[config.mk]
export PLATFORM = sky130hd
export DESIGN_NAME = cslc_ram
export DESIGN_NICKNAME = d
export VERILOG_FILES = /design/src/design/cslc_ram.sv
export SDC_FILE = /design/constraint.sdc
export NUM_CORES = 1
export LEC_CHECK = 0
export BUFFER_PORTS_ARGS = -buffer_cell sky130_fd_sc_hd__buf_2
export CAP_MARGIN = 40
export CORE_MARGIN = 8
export CORE_UTILIZATION = 65
export CTS_CLUSTER_SIZE = 30
export DETAILED_ROUTE_END_ITERATION = 7
export PLACE_DENSITY = 0.83
export RECOVER_POWER = 100
export SYNTH_ARGS = -nofsm -noshare
export SYNTH_HDL_FRONTEND = slang
export SYNTH_SLANG_ARGS = --single-unit
[constraint.sdc]
create_clock -name clk -period 5.64 [get_ports clk]
set_input_delay 0.282 -clock clk [delete_from_list [all_inputs] [get_ports clk]]
set_output_delay 0.282 -clock clk [all_outputs]
set_load 0.005 [all_outputs]
[src/design/cslc_ram.sv]
module cslc_ram #(
  parameter int unsigned WIDTH = 8,
  parameter int unsigned DEPTH = 32
) (
  input  logic                     clk,
  input  logic                     we,
  input  logic [$clog2(DEPTH)-1:0] waddr,
  input  logic [WIDTH-1:0]         wdata,
  input  logic [$clog2(DEPTH)-1:0] raddr,
  output logic [WIDTH-1:0]         rdata
);
  logic [WIDTH-1:0] mem [DEPTH];

  always_ff @(posedge clk) begin
    if (we) begin
      mem[waddr] <= wdata;
    end
    rdata <= mem[raddr];
  end
endmodule

== Word-level counts from Yosys, hierarchy flattened ==
Memory sizes are Yosys's and may differ from the RTL's. A register that Yosys moved wholly into a read port is not among the register bits.
Cells that the tools add are included.

* Flip-flop bits (word level): 0
* RAM bits: 256
* Bits of input ports: 20
* Output and inout port bits: 8
* Word-level logic and storage cells: 3
* Memories: 1

* Mux-type cells: 2

{| class="wikitable"
|+ Memories
! memory !! words !! width !! rd ports !! clocked after Yosys merged registers in !! wr ports !! RTL line !! text
|-
| mem || 32 || 8 || 1 || 1 || 1 || 12 || <nowiki>logic [WIDTH-1:0] mem [DEPTH];</nowiki>
|}

{| class="wikitable"
|+ Operators with widths
! kind !! number
|-
| $mux W1 || 2
|}

== Logic depth before layout (Yosys ltp) ==
* Word-level depth: 2
* Gate-level depth with buffers: 5

== Least setup slack after synthesis ==
OpenSTA, ideal clock, no wires.

* Path type: in2reg
* Start: in raddr[2]
* End: reg rdata[0], read port of mem
* Setup time: 0.121 ns
* Arrival time: 1.964 ns
* Data required time: 5.519 ns
* Path slack: 3.556 ns
* Stages on the path: 5
* Path through: clkbuf_1 clkbuf_1 mux4_2 mux4_2 mux2_2

{| class="wikitable"
|+ RTL lines
! what !! RTL line !! text
|-
| start: declaration || 9 || <nowiki>input logic [$clog2(DEPTH)-1:0] raddr,</nowiki>
|-
| end: declaration || 10 || <nowiki>output logic [WIDTH-1:0] rdata</nowiki>
|}

==> reports/results.ini <==
[detailed_routing]
drtIter0Drc=667
via_per_inst=6.92
routed_wl_mm=21.0
wl_per_cell_um=31.8
first_pass_iters=5
vias=4577
postRouteAntennaNets=0
drc=0

[worst_setup_path]
start_kind=primary input
cp.arrival_ns=3.58
crit_chain=clkbuf_1 -> clkbuf_1 -> mux4_2 -> mux4_2 -> mux2_2
r2r_slack_ns=3.78
reg2reg_from=mem[18][4]
crit_type=primary input to flip-flop
endpoint=rdata[0]
cp.required_ns=6.04
crit_fanout=19
slowest_delay_ns=1.23
regToRegEndpoint=rdata[4]
slowest_stage=clkbuf_1
reg2regPathDepth=3
crit_path_start=raddr[0]
end_kind=flip-flop

[global_route]
gr-usage-all-layers_pct=22.0
grt_max_degree=43
grt_antenna_before_repair=3
first_global_vias=4791
overflow=0
grt_pass1_wl_mm=31.3

[floorplanning]
die_x_um=140
die_y_um=140
start_util_pct=66.4
rows=45
core_region_area_sq_um=15100
ios=28
fp.dieArea_sq_um=19700

[placement]
portBuffers=27
place_ws_ns=3.21
globalplace.congestion=0.765
hpwl_mm=12.1

[clock_tree]
cts_setup_buffers=0
htree_levels=1
ctsResizeCount=0
cts_sinks=264
clock_latency_ns=0.51
numCtsBuffers=25
ctsLongestPathBuffers=3
clk_pin_slew_ns=0.06
root_buffer=clkbuf_16
cts.hold.buffers_added=0
cts_tree=built

[timing]
period_needed_ns=3.19
slew_viol_final=152
min_period_over_period_pct=56.5
max_slew_margin_pct=-7.81
worst_pin_slew_ns=1.62
setup_viol=0
worst_slack_ns=2.45
skew_ns=0.00699
max_freq_mhz=314
rsz0062_at_grt=false
finalHoldViolations=0
tns_ns=0

[pwr]
seq_power_share_pct=56.0
p_leak_nw=3.41
switchingPower_uw=793
clockPowerShare_pct=38.8
ir_drop_mv=0.287
p_sw_share_pct=20.3
p_total_mw=3.91
internal-power_mw=3.12
power_density_nw_per_um2=353
pwr-share-comb_pct=5.1

[yosys]
ys_async_sr_fraction_pct=0
synth_area_leaders=edfxtp_1, mux4_2, dfxtp_1, nor2_1, mux2_2
synth_seq_area_share_pct=78.1
synth-main-ff-cell=edfxtp_1
synth_common_cells=edfxtp_1, mux4_2, nor2_1, dfxtp_1, mux2_2
synthCells=417
synth_edf_count=256
syn_nets=437
synth_area_sq_um=10100
synth_area_per_cell_sq_um=24.1
yosysWarnings=0
synth.top_cell.area_share_pct=76.5
synth.most_common_cell=edfxtp_1
ys_ff_latch=264
synth_area_leader_cell=edfxtp_1
ys_types=15

[layout]
utilization_pct=73.2
area_delta_synth_final_pct=10.3
nNetsFinal=477
drive_above_1_share_pct=27.5
antennaDiodeCount=0

[run]
drv_cap=5

[run_status]
failed_checks=capacitance limit, slew limit
status=finished with violations

[min_path]
hp-class=primary input to flip-flop

layer usage:
metal | vias to the layer above | share of wire (%) | track usage, %
met4 | 6 | 2.4 | 5.83
met5 | - | 0.20 | 0
met2 | 292 | 48 | 33.8
met3 | 47 | 11 | 6.52
met1 | 2378 | 39 | 30.5
li1 | 1854 | - | -
cells in the final DEF (no fill, tap or decap):
cell and n:
clkinv_1 10, nand3b_1 5, nand2_1 1, dfxtp_1 8
or3_1 1, nand3_1 2, buf_16 2, edfxtp_1 256
nor2_1 33, buf_4 1, mux4_2 80, bufinv_16 1
clkbuf_16 25, or3b_2 3, buf_2 7, mux2_2 8
clkbuf_1 27, clkinv_2 2, inv_6 1
layout make-up:
class	instances	area, sq um
fillers	818	4050
clock buffers	29	641
multi-input cells	133	2100
well taps	188	235
clock inverters	14	86.3
flip-flops and latches	264	7850
repair buffers	33	184
flip-flops by register name, summed over array words and instances (netlist names):
| register | flops |
|---|---|
| mem | 256 |
| rdata | 8 |
kinds of logic after synthesis:
family / share of synthesized area (%)
DFF: 78.1
muxes: 18.8
and+or+nand+nor: 2.07
buffers and inverters: 1.06
worst min path at each step:
stage	startpoint	end	slack, ns	cells after the start
2_1_floorplan	wdata[0]	mem[0][0]	0.38	0
3_3_place_gp	rdata[4]	rdata[4]	0.67	1
3_5_place_dp	rdata[4]	rdata[4]	0.67	1
4_1_cts	raddr[3]	rdata[2]	0.21	2
5_1_grt	raddr[3]	rdata[5]	0.22	2
6_report	raddr[3]	rdata[2]	0.21	2
stage by stage:
stage / cell area [sq um] / cells / hold slack [ns]
after CTS: 11100 / 660 / 0.206
after global routing: 11100 / 661 / 0.217
after floorplan: 10100 / 417 / 0.381
final: 11100 / 661 / 0.212
after global placement: 10300 / 614 / 0.674
after detailed placement: 10400 / 617 / 0.666
critical path: cells and delay by family:
family	cells	cell delay (ns)
multiplexers	3	1.44
buffers and inverters	2	1.84
power groups by stage:
stage	clock network, mW	registers, mW	logic [mW]
final	1.52	2.19	0.201
after floorplan	0	2.23	0.116
after detailed placement	0	2.23	0.202
after CTS	1.53	2.19	0.206
after global routing	1.60	2.19	0.212
after global placement	0	2.23	0.191
No activity file was read; power rests on OpenSTA's default activity.
